===== src/design/nibble_framebuffer_engine_top_defines.svh =====
// Assertion macros shared by the frame buffer engine RTL.
// Included by modules that carry concurrent checks; needs nothing else.
`ifndef NIBBLE_FRAMEBUFFER_ENGINE_TOP_DEFINES_SVH
`define NIBBLE_FRAMEBUFFER_ENGINE_TOP_DEFINES_SVH

// Same-cycle implication, disabled during reset.
`define NFB_ASSERT_IMP(lbl, ck, rs, ante, cons, msg) \
  lbl: assert property (@(posedge ck) disable iff (rs) (ante) |-> (cons)) \
    else $error(msg);

// Next-cycle implication, disabled during reset.
`define NFB_ASSERT_NEXT(lbl, ck, rs, ante, cons, msg) \
  lbl: assert property (@(posedge ck) disable iff (rs) (ante) |=> (cons)) \
    else $error(msg);

`endif


===== src/design/nfb_ram.sv =====
// Generic single-clock RAM: one write port, one registered read port.
// Read during write to the same address returns the old data. No dependencies.
module nfb_ram #(
  parameter int WIDTH = 8,
  parameter int DEPTH = 256
) (
  input  logic                     clk,
  input  logic                     we,
  input  logic [$clog2(DEPTH)-1:0] waddr,
  input  logic [WIDTH-1:0]         wdata,
  input  logic                     re,
  input  logic [$clog2(DEPTH)-1:0] raddr,
  output logic [WIDTH-1:0]         rdata
);

  logic [WIDTH-1:0] mem [DEPTH];

  // Write port
  always_ff @(posedge clk) begin
    if (we) begin
      mem[waddr] <= wdata;
    end
  end

  // Registered read, held when not enabled
  always_ff @(posedge clk) begin
    if (re) begin
      rdata <= mem[raddr];
    end
  end

endmodule


===== config.mk =====
export PLATFORM = sky130hd
export DESIGN_NAME = nfb_ram
export DESIGN_NICKNAME = d
export VERILOG_FILES = /design/src/design/nibble_framebuffer_engine_top_defines.svh /design/src/design/nfb_ram.sv
export SDC_FILE = /design/constraint.sdc
export NUM_CORES = 2
export LEC_CHECK = 0
export BUFFER_PORTS_ARGS = -buffer_cell sky130_fd_sc_hd__buf_2
export CAP_MARGIN = 10
export CORE_MARGIN = 3
export CORE_UTILIZATION = 63
export DETAILED_ROUTE_END_ITERATION = 10
export HOLD_SLACK_MARGIN = 0.06
export PLACE_DENSITY = 0.85
export SLEW_MARGIN = 10
export SYNTH_ARGS = -nofsm -noshare
export SYNTH_HDL_FRONTEND = slang
export SYNTH_SLANG_ARGS = --single-unit

===== constraint.sdc =====
create_clock -name clk -period 3.4 [get_ports clk]
set_clock_uncertainty 0.1 [all_clocks]
set_input_delay 0.34 -clock clk [delete_from_list [all_inputs] [get_ports clk]]
set_output_delay 0.34 -clock clk [all_outputs]
set_load 0.01 [all_outputs]

# Word level (Yosys, flattened, before mapping)
# Memories as Yosys holds them, arrays and structs flattened. A register that Yosys moved wholly into a read port is not among the register bits.
# Index checks and enable logic that the tools add are counted.
# word_totals
memories	1
elab_cells	3
inputBits	27
reg_bits	0
ram_bits	2048
output_inout_bits	8
# mem_list
memory	depth	width	rd	rd_ports_with_merged_regs	wr	line	text
mem	256	8	1	1	1	nfb_ram.sv:16	logic [WIDTH-1:0] mem [DEPTH];
# classes
mux	2
# op_table
op	count
$mux 1	2

# Logic depth before layout (Yosys ltp)
# logic_depth
ltp_word	2
depth_mapped	11
ltp_nobuf	6

# Least setup slack after synthesis
# OpenSTA, ideal clock, no wires.
# synth_path
kind	input to register
from	in raddr[0]
to	reg rdata[2] (read register of mem) (data pin)
n_path_buf	4
arrival_time_ns	2.147
setup_time_ns	0.269
path_slack_ns	0.884
path_stages	9
path_cell_list	buf_6 -> buf_12 -> buf_8 -> buf_2 -> mux4_2 -> a22oi_1 -> a21oi_1 -> nor4_1 -> nor4_2
# synth_rtl
item	line	text
from (decl)	nfb_ram.sv:12	input logic [$clog2(DEPTH)-1:0] raddr,
to (decl)	nfb_ram.sv:13	output logic [WIDTH-1:0] rdata

==> flow_metrics.env <==
export IMPL_status="completed"
export IMPL_leakagePower_uw=0.0286
export IMPL_cts_sinks=2056
export IMPL_synth_top_cell_area_share=0.775
export IMPL_place_ws_ps=-536
export IMPL_ios=35
export IMPL_rsz0062_at_grt="false"
export IMPL_powerDensity_nw_per_um2=570
export IMPL_totalWireLength_um=230000
export IMPL_chipWidth_um=362
export IMPL_worst_pin_slew_ps=1240
export IMPL_dpl_hpwl_um=127000
export IMPL_nNetsFinal=4172
export IMPL_place_congestion=0.918
export IMPL_routedWlPerCell_um=38.6
export IMPL_drive_above_1_share=0.273
export IMPL_report_final_slew_viol_count=0
export IMPL_synth_area_top_cells="edfxtp_1 78%, mux4_2 13%, mux2i_1 1.7%"
export IMPL_worstSkewPairLatency_ps=850
export IMPL_seqCellArea_um2=61700
export IMPL_worstPathRequired_ps=3850
export IMPL_hp_class="in2reg"
export IMPL_final_antenna_net_count=0
export IMPL_syn_avg_cell_area_um2=21.3
export IMPL_cp_common_cell="nor4_2"
export IMPL_crit_path_start_kind="register"
export IMPL_multiInputGateArea_um2=16500
export IMPL_htreeDepth=4
export IMPL_end_kind="register"
export IMPL_ir_drop_uv=551
export IMPL_max_stage_delay_ps=860
export IMPL_root_buffer="clkbuf_16"
export IMPL_via_count=44600
export IMPL_fill_cells=6214
export IMPL_antenna_found_initial=17
export IMPL_yosysSeqAreaShare=0.775
export IMPL_fin_setup_tns_ps=0
export IMPL_period_needed_ps=3280
export IMPL_cts_clk_slew_worst_paths_ps=60
export IMPL_syn_inst=3733
export IMPL_hold_violations=0
export IMPL_path_cells="mux4_2 > nor2b_1 > a211oi_1 > nor3_1 > nor4_2 > buf_4 > nor4_2"
export IMPL_fin_util=0.724
export IMPL_vias_per_cell=7.50
export IMPL_grt_max_degree=133
export IMPL_first_pass_iters=8
export IMPL_ys_warn_count=0
export IMPL_portBuffers=34
export IMPL_synth_nets=3760
export IMPL_syn_to_final_growth_pct=13.2
export IMPL_fmax_mhz=305
export IMPL_relSlewSlack=0.171
export IMPL_synth_distinct_cells=54
export IMPL_cp_slowest_cell="nor4_2"
export IMPL_worst_ep_arrival_time_ps=3730
export IMPL_core_area_um2=125000
export IMPL_cts_buffers=189
export IMPL_cts_tree="done"
export IMPL_path_class="reg2reg"
export IMPL_holdWs_ps=98.1
export IMPL_num_rows=129
export IMPL_grt_overflow_total=0
export IMPL_setup_viol=0
export IMPL_grt_pass1_wl_um=330000
export IMPL_max_cap_viol_count=0
export IMPL_syn_cell_area_um2=79600
export IMPL_timing_final_ws_setup_ps=124
export IMPL_synth_edf_count=2056
export IMPL_start_util=0.639
export IMPL_track_usage=0.357
export IMPL_die_h_um=362
export IMPL_grt_pass1_vias=44900
export IMPL_drc_errors=0
export IMPL_synthArstFlopShare=0
export IMPL_critPathMaxFanout=1
export IMPL_synth_seq_cells=2056
export IMPL_yosysTopAreaCell="edfxtp_1"
export IMPL_period_share=0.964
export IMPL_clk_path_buf_depth=3
export IMPL_die_area_um2=131000
export IMPL_drt_iter0_drc=8729
export IMPL_ys_flop_type="edfxtp_1"
path summary, 6_finish.rpt:
| check | startpoint | end | slack, ps | depth (start not counted) |
|---|---|---|---|---|
| hold reg to reg | mem[32][5] | rdata[5] | 1080 | 6 |
| setup / recovery | mem[101][2] | rdata[2] | 120 | 7 |
| hold / removal | wdata[5] | mem[161][5] | 100 | 1 |
| setup reg to reg | mem[101][2] | rdata[2] | 120 | 7 |
sequential cells by signal, summed over array words and instances, names as in the netlist:
register,flops
mem,2048
rdata,8
area by class of cell:
type	count	area share
Antenna cell	11	0.000305
Clock buffer	232	0.0542
Clock inverter	108	0.00981
Inverter	2	0.0000833
Multi-Input combinational cell	1442	0.183
Sequential cell	2056	0.685
Tap cell	1637	0.0227
Timing Repair Buffer	454	0.0454
through the flow:
stage               std cells  power, µW  instance area, µm²
global route             5933      52300               90100
finish                   5942      51400               90200
CTS                      5931      51300               90100
detailed placement       5585      31200               84300
floorplan                3733      29900               79600
global placement         5585      31100               84300
what timing repair did:
item                                   in CTS  in global routing
hold buffers                                6                  0
resized for setup                           1                  0
endpoints found under the hold margin      72                  0
setup buffers                               0                  0
setup endpoints to repair                   1                  0
per-layer routing:
layer	track usage	vias up	part of all wire
met3	0.108	1110	0.15
met5	0.0102	-	0.00064
met4	0.200	16	0.072
met2	0.559	4835	0.47
li1	-	16500	-
met1	0.454	22100	0.30
critical path: cells and delay by family, from the launching register on:
kind / cells / cell delay (ps)
AO/OA/AOI/OAI: 1 / 550
AND/OR/NAND/NOR: 4 / 1200
multiplexers: 1 / 490
buffers and inverters: 1 / 250
flip-flops: 1 / 400
Yosys cell counts, types with 5 or more instances:
master and instances:
o22a_1 5, buf_4 27, clkbuf_1 111, nand3_1 34
mux2i_1 134, buf_12 8, mux4_2 454, nor3_1 22
o221ai_1 46, and2_1 6, nor2b_1 31, buf_1 22
buf_6 21, nor4_1 24, buf_2 31, nor2_1 282
o211ai_1 10, buf_8 13, o21ai_0 10, nand2_1 33
a211oi_1 16, o22ai_1 28, a22o_1 8, a221oi_1 13
edfxtp_1 2056, nand4_1 10, a21oi_1 96, nand2b_1 8
a22oi_1 133
cell families (layout without fill, tap and decap cells):
family / count (synthesis) / count (layout) / share of synthesized area
and+or+nand+nor: 466 / 466 / 0.0263
DFF: 2056 / 2056 / 0.775
buffers and inverters: 235 / 796 / 0.0183
AOI/OAI and AO/OA: 385 / 385 / 0.0342
other: 0 / 11 / 0
muxes: 591 / 591 / 0.146
power by group:
group / internal [µW] / switching, µW / total, µW / leakage (µW)
clock network: 11100 / 9500 / 20600 / 0.00283
registers: 27900 / 55.1 / 28000 / 0.0185
logic: 1010 / 1850 / 2860 / 0.00731
cells in the final DEF (no fill, tap or decap), types with 6 or more instances in the layout:
| cell | count |
|---|---|
| and2_1 | 6 |
| buf_12 | 53 |
| nand4_1 | 10 |
| a22oi_1 | 133 |
| nor2_1 | 279 |
| a211oi_1 | 16 |
| edfxtp_1 | 2056 |
| clkinv_2 | 33 |
| clkbuf_1 | 43 |
| bufinv_16 | 11 |
| nor2b_1 | 28 |
| nor4_1 | 23 |
| a221oi_1 | 13 |
| nand3_1 | 34 |
| diode_2 | 11 |
| mux2i_1 | 134 |
| dlygate4sd3_1 | 6 |
| clkbuf_8 | 8 |
| mux4_2 | 454 |
| a22o_1 | 8 |
| o22ai_1 | 28 |
| clkbuf_16 | 189 |
| nand2b_1 | 8 |
| o221ai_1 | 46 |
| nor3_1 | 22 |
| a21oi_1 | 96 |
| inv_6 | 8 |
| buf_4 | 362 |
| nand2_1 | 33 |
| o211ai_1 | 10 |
| clkinv_1 | 48 |
| o21ai_0 | 10 |
| buf_2 | 23 |
(Power assumes the default switching activity.)
