--- src/design/nibble_framebuffer_engine_top_defines.svh ---
// Assertion macros shared by the frame buffer engine RTL.
// Included by modules that carry concurrent checks; needs nothing else.
`ifndef NIBBLE_FRAMEBUFFER_ENGINE_TOP_DEFINES_SVH
`define NIBBLE_FRAMEBUFFER_ENGINE_TOP_DEFINES_SVH

// Same-cycle implication, disabled during reset.
`define NFB_ASSERT_IMP(lbl, ck, rs, ante, cons, msg) \
  lbl: assert property (@(posedge ck) disable iff (rs) (ante) |-> (cons)) \
    else $error(msg);

// Next-cycle implication, disabled during reset.
`define NFB_ASSERT_NEXT(lbl, ck, rs, ante, cons, msg) \
  lbl: assert property (@(posedge ck) disable iff (rs) (ante) |=> (cons)) \
    else $error(msg);

`endif

--- src/design/nfb_pkg.sv ---
// Shared types, constants and sizes of the nibble frame buffer engine.
// Used by every module of the block but nfb_ram; depends on nothing.
package nfb_pkg;

  // Frame geometry limits
  localparam int MAX_WIDTH   = 256;
  localparam int MAX_HEIGHT  = 64;
  localparam int PIXEL_BITS  = 4;
  localparam int MAX_STRIDE  = (MAX_WIDTH * PIXEL_BITS + 7) / 8;
  localparam int STORE_DEPTH = MAX_STRIDE * MAX_HEIGHT;

  // Derived widths
  localparam int ADDR_W   = $clog2(STORE_DEPTH);
  localparam int SIZE_W   = $clog2(STORE_DEPTH + 1);
  localparam int STRIDE_W = $clog2(MAX_STRIDE + 1);

  // Register widths and configuration port
  localparam int WIDTH_W   = 9;
  localparam int HEIGHT_W  = 7;
  localparam int CFG_W     = 9;
  localparam int CFG_IDX_W = 1;

  localparam logic [CFG_IDX_W-1:0] REG_FRAME_WIDTH  = 1'd0;
  localparam logic [CFG_IDX_W-1:0] REG_FRAME_HEIGHT = 1'd1;

  localparam logic [WIDTH_W-1:0]  WIDTH_RESET  = 9'd256;
  localparam logic [HEIGHT_W-1:0] HEIGHT_RESET = 7'd64;

  // Request codes
  localparam logic [1:0] REQ_DRAW  = 2'd0;
  localparam logic [1:0] REQ_CLEAR = 2'd1;
  localparam logic [1:0] REQ_READ  = 2'd2;

  // Nibble masks
  localparam logic [7:0] MASK_LO = 8'h0F;
  localparam logic [7:0] MASK_HI = 8'hF0;

  typedef struct packed {
    logic [1:0]         req_type;
    logic signed [15:0] pixel_x;
    logic signed [15:0] pixel_y;
    logic [3:0]         color;
  } in_req_t;

  typedef struct packed {
    logic [7:0] frame_byte;
    logic       last_byte;
  } out_rsp_t;

  // Decoded geometry of the current frame and request
  typedef struct packed {
    logic              draw_hit;
    logic [ADDR_W-1:0] draw_addr;
    logic              odd;
    logic [SIZE_W-1:0] frame_size;
  } geom_t;

  // One write into the frame store
  typedef struct packed {
    logic              we;
    logic [ADDR_W-1:0] addr;
    logic [7:0]        data;
  } wr_t;

  typedef enum logic [1:0] {
    SW_IDLE = 2'b01,
    SW_FILL = 2'b10
  } sweep_state_t;

endpackage

--- src/design/nfb_sweep.sv ---
// Fill sequencer: writes one byte a cycle over a range of the frame store.
// Runs a full zero fill after reset. Depends on nfb_pkg.
module nfb_sweep
  import nfb_pkg::*;
(
  input  logic              clk,
  input  logic              rst,
  input  logic              start,
  input  logic [7:0]        fill,
  input  logic [ADDR_W-1:0] last_addr,
  output logic              busy,
  output wr_t               wr
);

  sweep_state_t      state;
  sweep_state_t      state_next;
  logic [ADDR_W-1:0] cnt;
  logic [ADDR_W-1:0] end_addr;
  logic [7:0]        data;

  // Advance until the last byte is written
  always_comb begin
    state_next = state;
    unique case (state)
      SW_IDLE: begin
        if (start) begin
          state_next = SW_FILL;
        end
      end
      SW_FILL: begin
        if (cnt == end_addr) begin
          state_next = SW_IDLE;
        end
      end
      default: state_next = SW_IDLE;
    endcase
  end

  // Reset launches a zero fill of the whole store
  always_ff @(posedge clk) begin
    if (rst) begin
      state    <= SW_FILL;
      cnt      <= '0;
      end_addr <= ADDR_W'(STORE_DEPTH - 1);
      data     <= '0;
    end else begin
      state <= state_next;
      if (state == SW_IDLE && start) begin
        cnt      <= '0;
        end_addr <= last_addr;
        data     <= fill;
      end else if (state == SW_FILL) begin
        cnt <= cnt + ADDR_W'(1);
      end
    end
  end

  assign busy    = (state == SW_FILL);
  assign wr.we   = (state == SW_FILL);
  assign wr.addr = cnt;
  assign wr.data = data;

endmodule

--- config.mk ---
export PLATFORM = sky130hd
export DESIGN_NAME = nfb_sweep
export DESIGN_NICKNAME = d
export VERILOG_FILES = /design/src/design/nibble_framebuffer_engine_top_defines.svh /design/src/design/nfb_pkg.sv /design/src/design/nfb_sweep.sv
export SDC_FILE = /design/constraint.sdc
export NUM_CORES = 1
export LEC_CHECK = 0
export ABC_CLOCK_PERIOD_IN_PS = 1600
export BUFFER_PORTS_ARGS = -buffer_cell sky130_fd_sc_hd__buf_2
export CAP_MARGIN = 10
export CORE_UTILIZATION = 29
export CTS_CLUSTER_SIZE = 24
export DETAILED_ROUTE_END_ITERATION = 7
export HOLD_SLACK_MARGIN = 0.08
export SETUP_SLACK_MARGIN = 0.05
export SKIP_CTS_REPAIR_TIMING = 1
export SYNTH_ARGS = -nofsm -noshare
export SYNTH_HDL_FRONTEND = slang
export SYNTH_SLANG_ARGS = --single-unit
--- constraint.sdc ---
create_clock -name clk -period 1.6 [get_ports clk]
set_input_delay 0 -clock clk [delete_from_list [all_inputs] [get_ports clk]]
set_output_delay 0 -clock clk [all_outputs]
set_load 0.02 [all_outputs]
* Word level (Yosys, flattened, before mapping)
Cells that the tools add are included.
Operators by class: add/subtract/negate cells 1, eq/ne operators 5, mux-type cells 3, reduce and logical (&&, ||, !) cells 3
Operator list (number):
- $add A13 B1 Y13 const B | 1
- $eq A13 B13 Y1 | 1
- $mux W2 | 2
- $pmux W2 S2 | 1
- $eq A2 B1 Y1 const B | 1
- $eq A2 B2 Y1 const B | 1
- $ne A2 B1 Y1 const B | 1
- $ne A2 B2 Y1 const B | 1
- $reduce_and A2 Y1 | 1
- $reduce_or A2 Y1 | 1
- $logic_and A1 B1 Y1 | 1
Storage, ports and cells: bits in registers 36, word-level logic and storage cells 16

* Logic depth before layout (Yosys ltp)
depth in word-level cells 3, depth in mapped cells 5

* Least setup slack after synthesis
No wires, ideal clock.
kind register -> register, from reg cnt[2], to reg cnt[11], data arrival time 1.718 ns, path slack -0.188 ns, stages on the path, launching flop included 5, path buffers 0, path through dfxtp_1 > nand3b_4 > or3_4 > or4_1 > a21oi_1
On the way: word-level cells in the longest chain between the ends 1
Ends and longest elaborated chain:
- from (decl) | RTL line nfb_sweep.sv:17 | logic [ADDR_W-1:0] cnt;
- from (signal assigned) | RTL line nfb_sweep.sv:53 | cnt <= cnt + ADDR_W'(1);
- $add A13 B1 Y13 | RTL line nfb_sweep.sv:53
Every way passes these cells. A chain may end at the register's enable or synchronous reset.

* Worst setup path in the final report
from reg cnt[3], to reg cnt[11]
The elaborated chain is that of the path after synthesis.

==> impl_metrics.tcl <==
set metrics [dict create \
    outcome "finished, final reports clean" \
    clockBufferDepth 2 \
    diodes 0 \
    dieArea_sq_um 5700 \
    antenna_found_initial 0 \
    netlist_area_sq_um 1570 \
    reg2reg_to "cnt[11]$_SDFFE_PP0N_" \
    p_switching_w 0.000498 \
    worstRegToRegCells 4 \
    grt-ovfl-total 0 \
    top_level_ports 47 \
    drt_pre_antenna_iters 4 \
    end_kind "flip-flop" \
    gp_congestion 0.802 \
    grt_max_degree 22 \
    critPathMaxStageDelay_ns 0.40 \
    grt_use_total_pct 13.8 \
    maxSlewHeadroom_pct 76.1 \
    critPathKind "flip-flop to flip-flop" \
    power_switching_share_pct 25.7 \
    max-vdd-ir-drop_mv 0.466 \
    hold_viol_final 0 \
    initial_core_util_pct 30.5 \
    htreeDepth 2 \
    cp-start-kind "flip-flop" \
    regToRegStartpoint "cnt[3]$_SDFFE_PP0N_" \
    totalWireLength_um 3810 \
    max_clock_freq_mhz 697 \
    dieHeight_um 75.5 \
    drc 0 \
    cts_tree "done" \
    rows 26 \
    hp-class "input pin to flip-flop" \
    cts_num_sinks 36 \
    cts-buffers-inserted 5 \
    power_leakage_nw 0.985 \
    setup_viol 0 \
    final_nets 283 \
    synth_nets 208 \
    skew_ns 0.00573 \
    fin_tns_setup_ns 0 \
    cts-root-buf "clkbuf_8" \
    pwr-share-clk_pct 34.9 \
    clk_latency_ns 0.29 \
    cp_max_fo 7 \
    fin_crit_sh_pct 89.7 \
    rsz0062_at_grt "no" \
    clkTransAtPathRegs_ns 0.07 \
    hold_depth 3 \
    hold_path_end "data[3]$_SDFFE_PP0P_" \
    period_minus_slack_ns 1.44 \
    power.density_nw_per_um2 860 \
    yosys.area.top_type "dfxtp_1" \
    p_int_w 0.00144 \
    synth_cell_types 26 \
    finish.utilization_pct 43.8 \
    synth_area_leaders "dfxtp_1, nand2_1, xnor2_1" \
    crit_chain "nand2_4 -> or3_4 -> or4_1 -> a21oi_1" \
    drive_gt1_share_pct 29.3 \
    hpwlAfterDp_um 2530 \
    rrSetupSlack_ns 0.16 \
    path_buf_inv 0 \
    cpMaxStageDelayCell "or4_1" \
    io_buffer_count 46 \
    synth-seq-cells 36 \
    synth_cells 183 \
    ant_nets 0 \
    yosys_warnings 0 \
    worstPathRequired_ns 1.82 \
    via_per_inst 4.44 \
    crit_family "simple AND/OR/NAND/NOR gates" \
    p_comb_share_pct 15.1 \
    sequentialPowerShare_pct 50.0 \
    syn_area_per_cell_sq_um 8.56 \
    drt_iter0_markers 76 \
    seq_area_frac_synth_pct 46.0 \
    critPathArrivalTime_ns 1.66 \
    slew_violations 0 \
    avgRoutedWirePerCell_um 11.6 \
    grt_pass1_vias 1214 \
    path_depth 4 \
    syn_to_final_growth_pct 43.6 \
    core_sq_um 5140 \
    synth_top_area_share_pct 46.0 \
    drv_cap 0 \
    vias 1460 \
    worst_pin_slew_ns 0.356 \
    hp-start "rst" \
    grt_pass1_wl_um 5750 \
    die_w_um 75.5 \
]
## cell families (layout without fill, tap and decap cells)
kind of cell,count (synthesis),count (layout),share of synthesized area (%)
DFF,36,36,46.0
muxes,1,1,0.639
buffers and inverters,11,87,2.88
AOI/OAI and AO/OA,14,14,4.79
adders and majority gates,1,1,0.799
xor gates and xnor gates,23,23,12.9
and+or+nand+nor,97,97,32.0
## flip-flops by register name, indices dropped and copies added, names as in the netlist
signal and flops:
cnt 13, end_addr 13, data 8, state 2
## cell usage after synthesis (all sizes together)
library cell and count:
a21o 1, a21oi 11, buf 1, clkbuf 9, dfxtp 36, ha 1
inv 1, mux2i 1, nand2 48, nand2b 1, nand3 3, nand3b 15
nand4 5, nor2 13, nor2b 1, nor3 2, nor4 6, o21ai 1
o31ai 1, or3 2, or4 1, xnor2 16, xor2 7
## layout by cell type, fill, tap and decap left out, types with 2 or more instances in the layout
cell and n:
xor2_1 7, nand3_1 3, dlygate4sd3_1 21, xnor2_1 16, clkbuf_8 6, dfxtp_4 5, a21oi_1 11, nor3_1 2
buf_2 46, buf_4 11, nand3b_1 14, nand4_1 5, nand2_4 2, nor4_1 6, nor2_1 13, dfxtp_2 2
nand2_1 46, dfxtp_1 29
## worst min-delay path, cell delays in order
cell     delay, ns
buf_2         0.09
buf_4         0.22
a21oi_1       0.05
## area by class of cell
cell class	instances	area [sq um]
Fill cell	548	2890
Multi-Input combinational cell	136	801
Sequential cell	36	742
Timing Repair Buffer	78	523
Tap cell	70	87.6
Clock buffer	7	86.3
Clock inverter	1	6.26
Inverter	1	3.75
## metal layers
metal / vias to the layer above / GRT usage (%) / routed length, um
li1: 754 / - / -
met1: 649 / 18.0 / 1800
met2: 47 / 19.0 / 1680
met3: 10 / 5.82 / 243
met4: 0 / 7.82 / 91
met5: - / 0 / 0
## through the flow
step                      hold slack, ns  power, W  area [sq um]  instances  setup slack, ns
after floorplan                    0.106   0.00113          1590        183           0.0633
after global placement             0.209   0.00122          1910        295           0.0927
after detailed placement           0.213   0.00122          1910        295           0.0919
after CTS                        -0.0965   0.00190          2000        303           0.0716
after global routing               0.128   0.00203          2250        329           0.0754
final                              0.115   0.00193          2250        329            0.165
## power by group through the flow
stage / Sequential [W] / Clock (W) / Combinational [W]
CTS: 0.000971 / 0.000702 / 0.000227
global route: 0.000974 / 0.000742 / 0.000317
finish: 0.000968 / 0.000676 / 0.000292
detailed placement: 0.000992 / 0 / 0.000226
global placement: 0.000988 / 0 / 0.000230
floorplan: 0.00101 / 0 / 0.000124
## how the worst max path moves through the flow
| stage | startpoint | endpoint | slack (ns) |
|---|---|---|---|
| 2_1_floorplan | cnt[2]$_SDFFE_PP0N_ | cnt[11]$_SDFFE_PP0N_ | 0.06 |
| 3_3_place_gp | cnt[3]$_SDFFE_PP0N_ | cnt[11]$_SDFFE_PP0N_ | 0.09 |
| 3_5_place_dp | cnt[4]$_SDFFE_PP0N_ | cnt[11]$_SDFFE_PP0N_ | 0.09 |
| 4_1_cts | state[0]$_SDFFE_PP0P_ | cnt[11]$_SDFFE_PP0N_ | 0.07 |
| 5_1_grt | cnt[0]$_SDFFE_PP0N_ | cnt[12]$_SDFFE_PP0N_ | 0.08 |
| 6_report | cnt[3]$_SDFFE_PP0N_ | cnt[11]$_SDFFE_PP0N_ | 0.16 |
(Power assumes the default switching activity.)
