===== config.mk =====
export PLATFORM = sky130hd
export DESIGN_NAME = nfb_geom
export DESIGN_NICKNAME = d
export VERILOG_FILES = /design/src/design/nibble_framebuffer_engine_top_defines.svh /design/src/design/nfb_pkg.sv /design/src/design/nfb_geom.sv
export SDC_FILE = /design/constraint.sdc
export NUM_CORES = 1
export LEC_CHECK = 0
export ABC_AREA = 0
export CAP_MARGIN = 30
export CORE_ASPECT_RATIO = 0.75
export CORE_MARGIN = 2
export CORE_UTILIZATION = 32
export DETAILED_ROUTE_END_ITERATION = 16
export DONT_BUFFER_PORTS = 1
export PLACE_DENSITY = 0.53
export SLEW_MARGIN = 20
export SYNTH_ARGS = -nofsm -noshare
export SYNTH_HDL_FRONTEND = slang
export SYNTH_SLANG_ARGS = --single-unit
export TNS_END_PERCENT = 30

===== constraint.sdc =====
create_clock -name vclk -period 9
set_clock_uncertainty 0.1 [all_clocks]
set_input_delay 1.35 -clock vclk [all_inputs]
set_output_delay 1.35 -clock vclk [all_outputs]
set_load 0.01 [all_outputs]

===== src/design/nibble_framebuffer_engine_top_defines.svh =====
// Assertion macros shared by the frame buffer engine RTL.
// Included by modules that carry concurrent checks; needs nothing else.
`ifndef NIBBLE_FRAMEBUFFER_ENGINE_TOP_DEFINES_SVH
`define NIBBLE_FRAMEBUFFER_ENGINE_TOP_DEFINES_SVH

// Same-cycle implication, disabled during reset.
`define NFB_ASSERT_IMP(lbl, ck, rs, ante, cons, msg) \
  lbl: assert property (@(posedge ck) disable iff (rs) (ante) |-> (cons)) \
    else $error(msg);

// Next-cycle implication, disabled during reset.
`define NFB_ASSERT_NEXT(lbl, ck, rs, ante, cons, msg) \
  lbl: assert property (@(posedge ck) disable iff (rs) (ante) |=> (cons)) \
    else $error(msg);

`endif


===== src/design/nfb_pkg.sv =====
// Shared types, constants and sizes of the nibble frame buffer engine.
// Used by every module of the block but nfb_ram; depends on nothing.
package nfb_pkg;

  // Frame geometry limits
  localparam int MAX_WIDTH   = 256;
  localparam int MAX_HEIGHT  = 64;
  localparam int PIXEL_BITS  = 4;
  localparam int MAX_STRIDE  = (MAX_WIDTH * PIXEL_BITS + 7) / 8;
  localparam int STORE_DEPTH = MAX_STRIDE * MAX_HEIGHT;

  // Derived widths
  localparam int ADDR_W   = $clog2(STORE_DEPTH);
  localparam int SIZE_W   = $clog2(STORE_DEPTH + 1);
  localparam int STRIDE_W = $clog2(MAX_STRIDE + 1);

  // Register widths and configuration port
  localparam int WIDTH_W   = 9;
  localparam int HEIGHT_W  = 7;
  localparam int CFG_W     = 9;
  localparam int CFG_IDX_W = 1;

  localparam logic [CFG_IDX_W-1:0] REG_FRAME_WIDTH  = 1'd0;
  localparam logic [CFG_IDX_W-1:0] REG_FRAME_HEIGHT = 1'd1;

  localparam logic [WIDTH_W-1:0]  WIDTH_RESET  = 9'd256;
  localparam logic [HEIGHT_W-1:0] HEIGHT_RESET = 7'd64;

  // Request codes
  localparam logic [1:0] REQ_DRAW  = 2'd0;
  localparam logic [1:0] REQ_CLEAR = 2'd1;
  localparam logic [1:0] REQ_READ  = 2'd2;

  // Nibble masks
  localparam logic [7:0] MASK_LO = 8'h0F;
  localparam logic [7:0] MASK_HI = 8'hF0;

  typedef struct packed {
    logic [1:0]         req_type;
    logic signed [15:0] pixel_x;
    logic signed [15:0] pixel_y;
    logic [3:0]         color;
  } in_req_t;

  typedef struct packed {
    logic [7:0] frame_byte;
    logic       last_byte;
  } out_rsp_t;

  // Decoded geometry of the current frame and request
  typedef struct packed {
    logic              draw_hit;
    logic [ADDR_W-1:0] draw_addr;
    logic              odd;
    logic [SIZE_W-1:0] frame_size;
  } geom_t;

  // One write into the frame store
  typedef struct packed {
    logic              we;
    logic [ADDR_W-1:0] addr;
    logic [7:0]        data;
  } wr_t;

  typedef enum logic [1:0] {
    SW_IDLE = 2'b01,
    SW_FILL = 2'b10
  } sweep_state_t;

endpackage


===== src/design/nfb_geom.sv =====
// Frame geometry: clamped size, row stride, frame bytes and draw address check.
// Depends on nfb_pkg.
module nfb_geom
  import nfb_pkg::*;
(
  input  logic [WIDTH_W-1:0]  frame_width,
  input  logic [HEIGHT_W-1:0] frame_height,
  input  in_req_t             req,
  output geom_t               geom
);

  localparam logic [WIDTH_W-1:0] WIDTH_LIM =
    WIDTH_W'((MAX_WIDTH > (1 << WIDTH_W) - 1) ? (1 << WIDTH_W) - 1 : MAX_WIDTH);
  localparam logic [HEIGHT_W-1:0] HEIGHT_LIM =
    HEIGHT_W'((MAX_HEIGHT > (1 << HEIGHT_W) - 1) ? (1 << HEIGHT_W) - 1 : MAX_HEIGHT);
  localparam int PROD_W = STRIDE_W + HEIGHT_W;
  localparam int SUM_W  = PROD_W + 1;

  logic [WIDTH_W-1:0]  eff_w;
  logic [HEIGHT_W-1:0] eff_h;
  logic [WIDTH_W:0]    w_round;
  logic [STRIDE_W-1:0] stride;
  logic [PROD_W-1:0]   size_prod;
  logic [15:0]         xu;
  logic [15:0]         yu;
  logic                in_frame;
  logic [SUM_W-1:0]    addr_full;

  // Clamp the registers to the legal frame
  always_comb begin
    if (frame_width == '0) begin
      eff_w = WIDTH_W'(1);
    end else if (frame_width > WIDTH_LIM) begin
      eff_w = WIDTH_LIM;
    end else begin
      eff_w = frame_width;
    end
    if (frame_height == '0) begin
      eff_h = HEIGHT_W'(1);
    end else if (frame_height > HEIGHT_LIM) begin
      eff_h = HEIGHT_LIM;
    end else begin
      eff_h = frame_height;
    end
  end

  // Two pixels per byte: stride is width halved, rounded up
  assign w_round   = {1'b0, eff_w} + (WIDTH_W + 1)'(1);
  assign stride    = w_round[STRIDE_W:1];
  assign size_prod = PROD_W'(stride) * PROD_W'(eff_h);

  // Limit the frame to the store
  assign geom.frame_size = (size_prod > PROD_W'(STORE_DEPTH)) ? SIZE_W'(STORE_DEPTH)
                                                              : size_prod[SIZE_W-1:0];

  // Bounds check on signed coordinates
  assign xu       = req.pixel_x;
  assign yu       = req.pixel_y;
  assign in_frame = !xu[15] && !yu[15] && (xu < 16'(eff_w)) && (yu < 16'(eff_h));

  // Byte address of the pixel
  assign addr_full = SUM_W'(SUM_W'(yu[HEIGHT_W-1:0]) * SUM_W'(stride))
                   + SUM_W'(xu[WIDTH_W-1:1]);

  assign geom.draw_hit  = in_frame && (addr_full < SUM_W'(STORE_DEPTH));
  assign geom.draw_addr = addr_full[ADDR_W-1:0];
  assign geom.odd       = xu[0];

endmodule


======== Yosys cells after proc, flatten, opt, wreduce, memory -nomap -nowiden ========
Cells that the tools add are included.
Widths: inputs -> output; s select.
operators by class
  $mul .................................... 2
  equality and inequality tests ........... 0
  multiplexer cells ....................... 5
  div/mod/pow operators ................... 0
  shifts and indexed selects .............. 0
  magnitude comparators ................... 6
  bitwise logic cells ..................... 0
  reduce and logical (&&, ||, !) cells .... 8
  add/subtract/negate cells ............... 2
operators with widths
  operator              count
  $mux 9                2
  $add 15x8->16         1
  $lt 16x14->1 const B  1
  $lt 16x7->1           1
  $lt 16x9->1           1
  $gt 15x14->1 const B  1
  $mul 7x8->15          1
  $mul 8x7->15          1
  $mux 14               1
  $mux 7                2
  $add 9x1->9 const B   1
  $gt 9x9->1 const B    1
  $logic_not 9->1       1
  $gt 7x7->1 const B    1
  $logic_not 7->1       1
  $logic_and 1x1->1     4
  $logic_not 1->1       2
storage, ports and cells
  memories ................................ 0
  logic and storage cells ................. 23
  output and inout bits ................... 29
  input port bits ......................... 54
  RAM bits ................................ 0
  bits in registers ....................... 0
  bits in latches ......................... 0
  ROM bits ................................ 0

======== Depth between registers and ports, before layout ========
Gate-level depths: netlist of run 1.
  depth after elaboration ................. 8
  mapped depth ............................ 24
  gate-level depth less buffers ........... 23

======== Least setup slack after synthesis of run 1 ========
No wires, ideal clock.
  kind .................................... input-to-output
  start ................................... input frame_width[2]
  end ..................................... output geom[0] (netlist bit)
  path buffers ............................ 0
  data arrival time ....................... 6.480 ns
  path slack .............................. 1.070 ns
  stages on the path ...................... 21
  data required time ...................... 7.550 ns
  cells stage by stage .................... nor4_1 > a21oi_1 > nor2_1 > ha_1 > nand2_1 > nor3_4 > xor2_1 > nor2_1 > fa_1 > fa_1 > fa_1 > inv_1 > fa_1 > inv_1 > ha_1 > o211ai_1 > a221oi_1 > a211oi_1 > xnor2_1 > o21ai_2 > nor4_1
RTL lines
  what             RTL line       RTL
  start, declared  nfb_geom.sv:6  input logic [WIDTH_W-1:0] frame_width,
  end, declared    nfb_geom.sv:9  output geom_t geom

==> flow_summary_export.csv, run 1 <==
group,metric,value,unit
outcome,outcome,"finished, final reports clean",
floorplanning,core_region_area,0.0143,sq mm
timing,rsz0062_at_grt,"false",
clock_tree,postCtsSetupRepairBufs,0,
clock_tree,holdBufCountCts,0,
flow_run,maxCapViolCount,0,
timing,fmax,117,MHz
layout,clock_buffers,0,
critical_path,crit_path_start_kind,"input port",
layout,multi_input_area,0.00421,sq mm
layout,layout-drive-gt1-share,3.99,%
timing,min_period,8560,ps
synth,yosys-top-cells-count,"98 x inv_1, 87 x ha_1, 70 x nor2_1",
drt,final_antenna_net_count,0,
layout,stdcell_area,0.00489,sq mm
timing,setup_tns,0,ps
drt,drt_first_pass_iters,4,
critical_path,cp_top_family,"adder cells",
global_routing,grt_pass1_wl,19800,microns
place,portBuffers,0,
place,post_dp_cell_area,0.00489,sq mm
synth,yosys_warnings,0,
layout,final_util,34.2,%
synth,synth_top_family_by_area,"adder cells",
drt,vias,3855,
layout,fillers,1537,
timing,hold_viol_final,0,
layout,areaGrowthSynthToFinish,5.76,%
place,hpwl,10200,microns
floorplanning,fp.dieW,143,microns
layout,final_nets,786,
layout,antenna_cells,0,
critical_path,cp.arrival,7110,ps
timing,drv_slew,0,
power_and_ir_drop,power_frac_comb,100.0,%
timing,max_slew_margin,42.7,%
critical_path,critPathMaxStageDelay,540,ps
power_and_ir_drop,ir_drop,0.0000546,V
critical_path,cp-startpoint,"frame_width[2]",
global_routing,antenna_found_initial,0,
power_and_ir_drop,p_seq_share,0,%
timing,timing.final.crit_share,95.1,%
global_routing,first_global_vias,3998,
floorplanning,die-area,0.0154,sq mm
synth,yosys.area.top_type,"fa_1",
floorplanning,die_y,108,microns
synth,synthesis.nets,783,
synth,yosysUniqueCellTypes,56,
floorplanning,rows,38,
critical_path,critPathBufInv,3,
critical_path,critPathRequiredTime,7550,ps
drt,drt_iter0_drc,161,
power_and_ir_drop,sw_frac_of_total,60.8,%
layout,regArea,0,sq um
critical_path,slowest_stage,"fa_1",
timing,worstMarginPinSlew,854,ps
drt,drt_wl_total,11600,microns
synth,syn_area,0.00462,sq mm
place,place_congestion,0.852,
synth,synthSimpleGateAreaFrac,22.4,%
critical_path,cp_max_fo,6,
synth,synthMuxAreaShare,0.216,%
global_routing,grt_usage,15.8,%
synth,synth_compound_area_share,11.1,%
layout,nFlopsAndLatches,0,
hold_path,whs_path_depth,0,
critical_path,critical_path_class,"input port to output port",
global_routing,grt_max_degree,14,
critical_path,path_cells,"nor4_1, a21oi_1, nor2_1, ha_1, nand2_1, nor3_4, xor2_1, nor2_1, fa_1, fa_1, fa_1, inv_1, fa_1, inv_1, ha_1, o211ai_1, a221oi_1, a211oi_1, xnor2_1, o21ai_2, nor4_1, buf_4",
synth,synth_most_common_cell,"inv_1",
floorplanning,io_pins,83,
hold_path,holdPathEnd,"geom[14]",
hold_path,worstHoldStart,"req[20]",
synth,synth_xor_area_share,5.30,%
synth,synthAdderAreaFrac,52.1,%
hold_path,hp-class,"input port to output port",
critical_path,crit_top_cell,"fa_1",
power_and_ir_drop,power_density,91.0,mW/mm^2
timing,finalSetupViolCount,0,
drt,viasPerCell,4.96,
synth,syn_avg_cell_area,8.03,sq um
power_and_ir_drop,switchingPower,0.271,mW
synth,syn_inst,576,
power_and_ir_drop,leakage,2.48,nW
drt,post-route-drc-count,0,
global_routing,grt_overflow,0,
power_and_ir_drop,internal_power,0.174,mW
power_and_ir_drop,clkPwrFrac,0,%
critical_path,setup.worst_path.end_class,"output port",
clock_tree,cts_resized,0,
synth,synth_top_area_share,28.6,%
drt,wl_per_cell,15.0,microns
synth,seq_area_frac_synth,0,%
synth,synth_area_leaders,"fa_1 29%, ha_1 24%, inv_1 8.0%, nor2_1 5.7%, and2_1 5.1%",
floorplanning,start_util,32.3,%
## routing by layer
layer / routed length, microns / up-vias / track usage (%)
li1: - / 1891 / -
met1: 5670 / 1857 / 23.4
met2: 5090 / 103 / 25.9
met3: 823 / 4 / 1.99
met4: 39 / 0 / 0.566
met5: 0 / - / 0
## worst max-delay path by stage
stage                   end  slack [ps]  cells after the start
global route        geom[0]          60                     22
detailed placement  geom[0]         430                     22
floorplan           geom[0]        1070                     21
global placement    geom[0]         420                     22
finish              geom[0]         440                     22
CTS                 geom[0]         410                     22
## through the flow
stage,instances,hold WS (ps),setup WS [ps],power (mW)
floorplan,576,2690,1070,0.368
global placement,777,2600,417,0.440
detailed placement,777,2600,428,0.449
CTS,777,2600,408,0.453
global route,777,2600,58.8,0.516
finish,777,2600,439,0.445
## area by class of cell
cell class / instances / area share [%]
Multi-Input combinational cell: 470 / 86.1
Inverter: 100 / 7.67
Tap cell: 200 / 5.12
Timing Repair Buffer: 7 / 1.07
## kinds of logic (layout without fill, tap and decap cells)
group / count (synthesis) / count (layout)
AOI/OAI and AO/OA: 78 / 78
xor gates and xnor gates: 28 / 28
adders and majority gates: 153 / 153
buffers and inverters: 106 / 107
muxes: 1 / 1
and+or+nand+nor: 210 / 210
## power groups by stage
| stage | registers (mW) | clock network [mW] | logic (mW) |
|---|---|---|---|
| after global routing | 0 | 0 | 0.516 |
| after detailed placement | 0 | 0 | 0.449 |
| after global placement | 0 | 0 | 0.440 |
| after CTS | 0 | 0 | 0.453 |
| after floorplan | 0 | 0 | 0.368 |
| final | 0 | 0 | 0.445 |
## placed cells by master, fill, tap and decap left out, drive strengths merged, types with 2 or more instances in the layout
master	synthesis	final
a31oi	2	2
inv	100	100
nand3	5	5
or2	2	2
xor2	8	8
nand4	3	3
nand2	51	51
o21a	4	4
and4	2	2
o211ai	3	3
buf	4	7
o21ai	16	16
xnor2	20	20
and2	38	38
nor2b	8	8
a221oi	2	2
nor4	9	9
a21oi	26	26
nor2	70	70
o2111ai	5	5
ha	87	87
a21o	5	5
a211oi	5	5
nand2b	3	3
fa	66	66
or3	4	4
nor3	9	9
o21bai	3	3
Note: power is estimated with default switching activity, not from simulation.
==> run 2, diff against run 1 <==
--- a/config.mk
+++ b/config.mk
@@ -8,7 +8,7 @@
 export ABC_AREA = 0
 export CAP_MARGIN = 30
 export CORE_ASPECT_RATIO = 0.75
-export CORE_MARGIN = 2
+export CORE_MARGIN = 8
 export CORE_UTILIZATION = 32
 export DETAILED_ROUTE_END_ITERATION = 16
 export DONT_BUFFER_PORTS = 1
==> flow_summary_export.csv, run 2 (same netlist as run 1, synthesis figures left out) <==
group,metric,value,unit
timing,drv_slew,0,
timing,min_period,8440,ps
global_routing,first_global_vias,4052,
floorplanning,die_y,120,microns
timing,finalSetupViolCount,0,
timing,hold_viol_final,0,
drt,dr.max_layer_used,"met4",
floorplanning,fp.dieW,155,microns
power_and_ir_drop,ir_drop,0.0000602,V
power_and_ir_drop,leakage,2.48,nW
drt,post-route-drc-count,0,
power_and_ir_drop,sw_frac_of_total,61.0,%
layout,clock_buffers,0,
floorplanning,core_region_area,0.0143,sq mm
clock_tree,postCtsSetupRepairBufs,0,
critical_path,path_cells,"nor4_1, a21oi_1, nor2_1, ha_1, nand2_1, nor3_4, xor2_2, nor2_1, fa_1, inv_1, fa_1, inv_1, fa_1, inv_1, fa_1, inv_1, ha_1, nor4_1, o21ai_1, a211oi_1, xnor2_1, o21ai_2, buf_4, a21oi_1",
global_routing,grt_max_degree,14,
power_and_ir_drop,internal_power,0.175,mW
outcome,outcome,"finished, final reports clean",
critical_path,cp-startpoint,"frame_width[2]",
layout,layout-drive-gt1-share,4.33,%
layout,nFlopsAndLatches,0,
timing,fmax,118,MHz
global_routing,grt_pass1_wl,20200,microns
layout,antenna_cells,0,
layout,most-common-layout-cells,"98 x inv_1, 87 x ha_1, 70 x nor2_1",
floorplanning,io_pins,83,
place,portBuffers,0,
critical_path,critPathMaxStageDelay,530,ps
critical_path,slowest_stage,"fa_1",
global_routing,grt_overflow,0,
power_and_ir_drop,switchingPower,0.274,mW
place,place_congestion,0.834,
timing,rsz0062_at_grt,"false",
power_and_ir_drop,p_seq_share,0,%
hold_path,worstHoldStart,"req[20]",
power_and_ir_drop,power_frac_comb,100.0,%
critical_path,setup.worst_path.end_class,"output port",
drt,met2WireLength,5150,microns
layout,final_nets,786,
drt,vias,3899,
hold_path,hp-class,"input port to output port",
clock_tree,holdBufCountCts,0,
global_routing,antenna_found_initial,0,
drt,wirelength_met1,6000,microns
floorplanning,start_util,32.3,%
timing,max_slew_margin,43.2,%
drt,route.met3.wl,749,microns
timing,setup_tns,0,ps
place,hpwl,10600,microns
layout,mostFrequentLayoutCell,"inv_1",
power_and_ir_drop,power_density,91.4,mW/mm^2
place,pre_cts_slack,378,ps
drt,wl_per_cell,15.4,microns
layout,regArea,0,sq um
timing,timing.final.crit_share,93.8,%
floorplanning,die-area,0.0186,sq mm
drt,drt_iter0_drc,178,
global_routing,grt_usage,12.9,%
floorplanning,rows,38,
flow_run,maxCapViolCount,0,
timing,finalHoldWorstSlack,2600,ps
critical_path,crit_path_start_kind,"input port",
timing,worstMarginPinSlew,846,ps
critical_path,critical_path_class,"input port to output port",
critical_path,cp-endpoint,"geom[9]",
drt,viasPerCell,5.02,
power_and_ir_drop,clkPwrFrac,0,%
timing,worst_slack,557,ps
drt,drt_wl_total,12000,microns
critical_path,critPathRequiredTime,7550,ps
drt,drt_first_pass_iters,4,
critical_path,cp_max_fo,13,
critical_path,cp.arrival,6990,ps
layout,areaGrowthSynthToFinish,6.06,%
drt,final_antenna_net_count,0,
## run 2: cell count changes in the layout (fill, tap and decap cells not counted)
| cell | previous run | this run |
|---|---|---|
| nor4_1 | 9 | 8 |
| xor2_1 | 8 | 7 |
| nor4_2 | 0 | 1 |
| xor2_2 | 0 | 1 |
## run 2: how the worst min path moves through the flow
| stage | slack, ps | end | cells after the start |
|---|---|---|---|
| 2_1_floorplan | 2690 | geom[14] | 1 |
| 3_3_place_gp | 2600 | geom[14] | 0 |
| 3_5_place_dp | 2600 | geom[14] | 0 |
| 5_1_grt | 2600 | geom[14] | 0 |
| 6_report | 2600 | geom[14] | 0 |
| 4_1_cts | 2600 | geom[14] | 0 |
## run 2: per-stage QoR
stage	power [mW]	utilization (%)	cells	instance area, sq um
floorplan	0.368	-	576	4620
global placement	0.445	34.2	777	4890
detailed placement	0.453	34.2	777	4890
CTS	0.457	34.2	777	4890
global route	0.516	34.3	777	4900
finish	0.448	34.3	777	4900
## run 2: what timing repair did
| action | in CTS | in global routing |
|---|---|---|
| resized for setup | 0 | 2 |
| hold endpoints to repair | 0 | 0 |
| setup endpoints to repair | 0 | 13 |
## run 2: layout make-up
cell class / instances / area, sq um
tap: 200 / 250
timing repair buffer: 7 / 52.6
fill: 1527 / 9410
inverter: 100 / 375
multi-input combinational: 470 / 4230
## run 2: worst max-delay path: cells and delay by family
family / cells / cell delay (ps)
AOI/OAI and AO/OA: 5 / 970
xor gates and xnor gates: 2 / 460
adders and majority gates: 6 / 2530
buffers and inverters: 5 / 410
and+or+nand+nor: 6 / 1280
## run 2: power groups by stage
| stage | sequential, mW | clock (mW) | combinational (mW) |
|---|---|---|---|
| 2_1_floorplan | 0 | 0 | 0.368 |
| 3_3_place_gp | 0 | 0 | 0.445 |
| 3_5_place_dp | 0 | 0 | 0.453 |
| 4_1_cts | 0 | 0 | 0.457 |
| 5_1_grt | 0 | 0 | 0.516 |
| 6_report | 0 | 0 | 0.448 |
## run 2: routing by layer
layer / vias up / GRT usage, %
li1: 1885 / -
met4: 0 / 1.47
met5: - / 0
met1: 1907 / 18.8
met3: 6 / 1.90
met2: 101 / 20.5
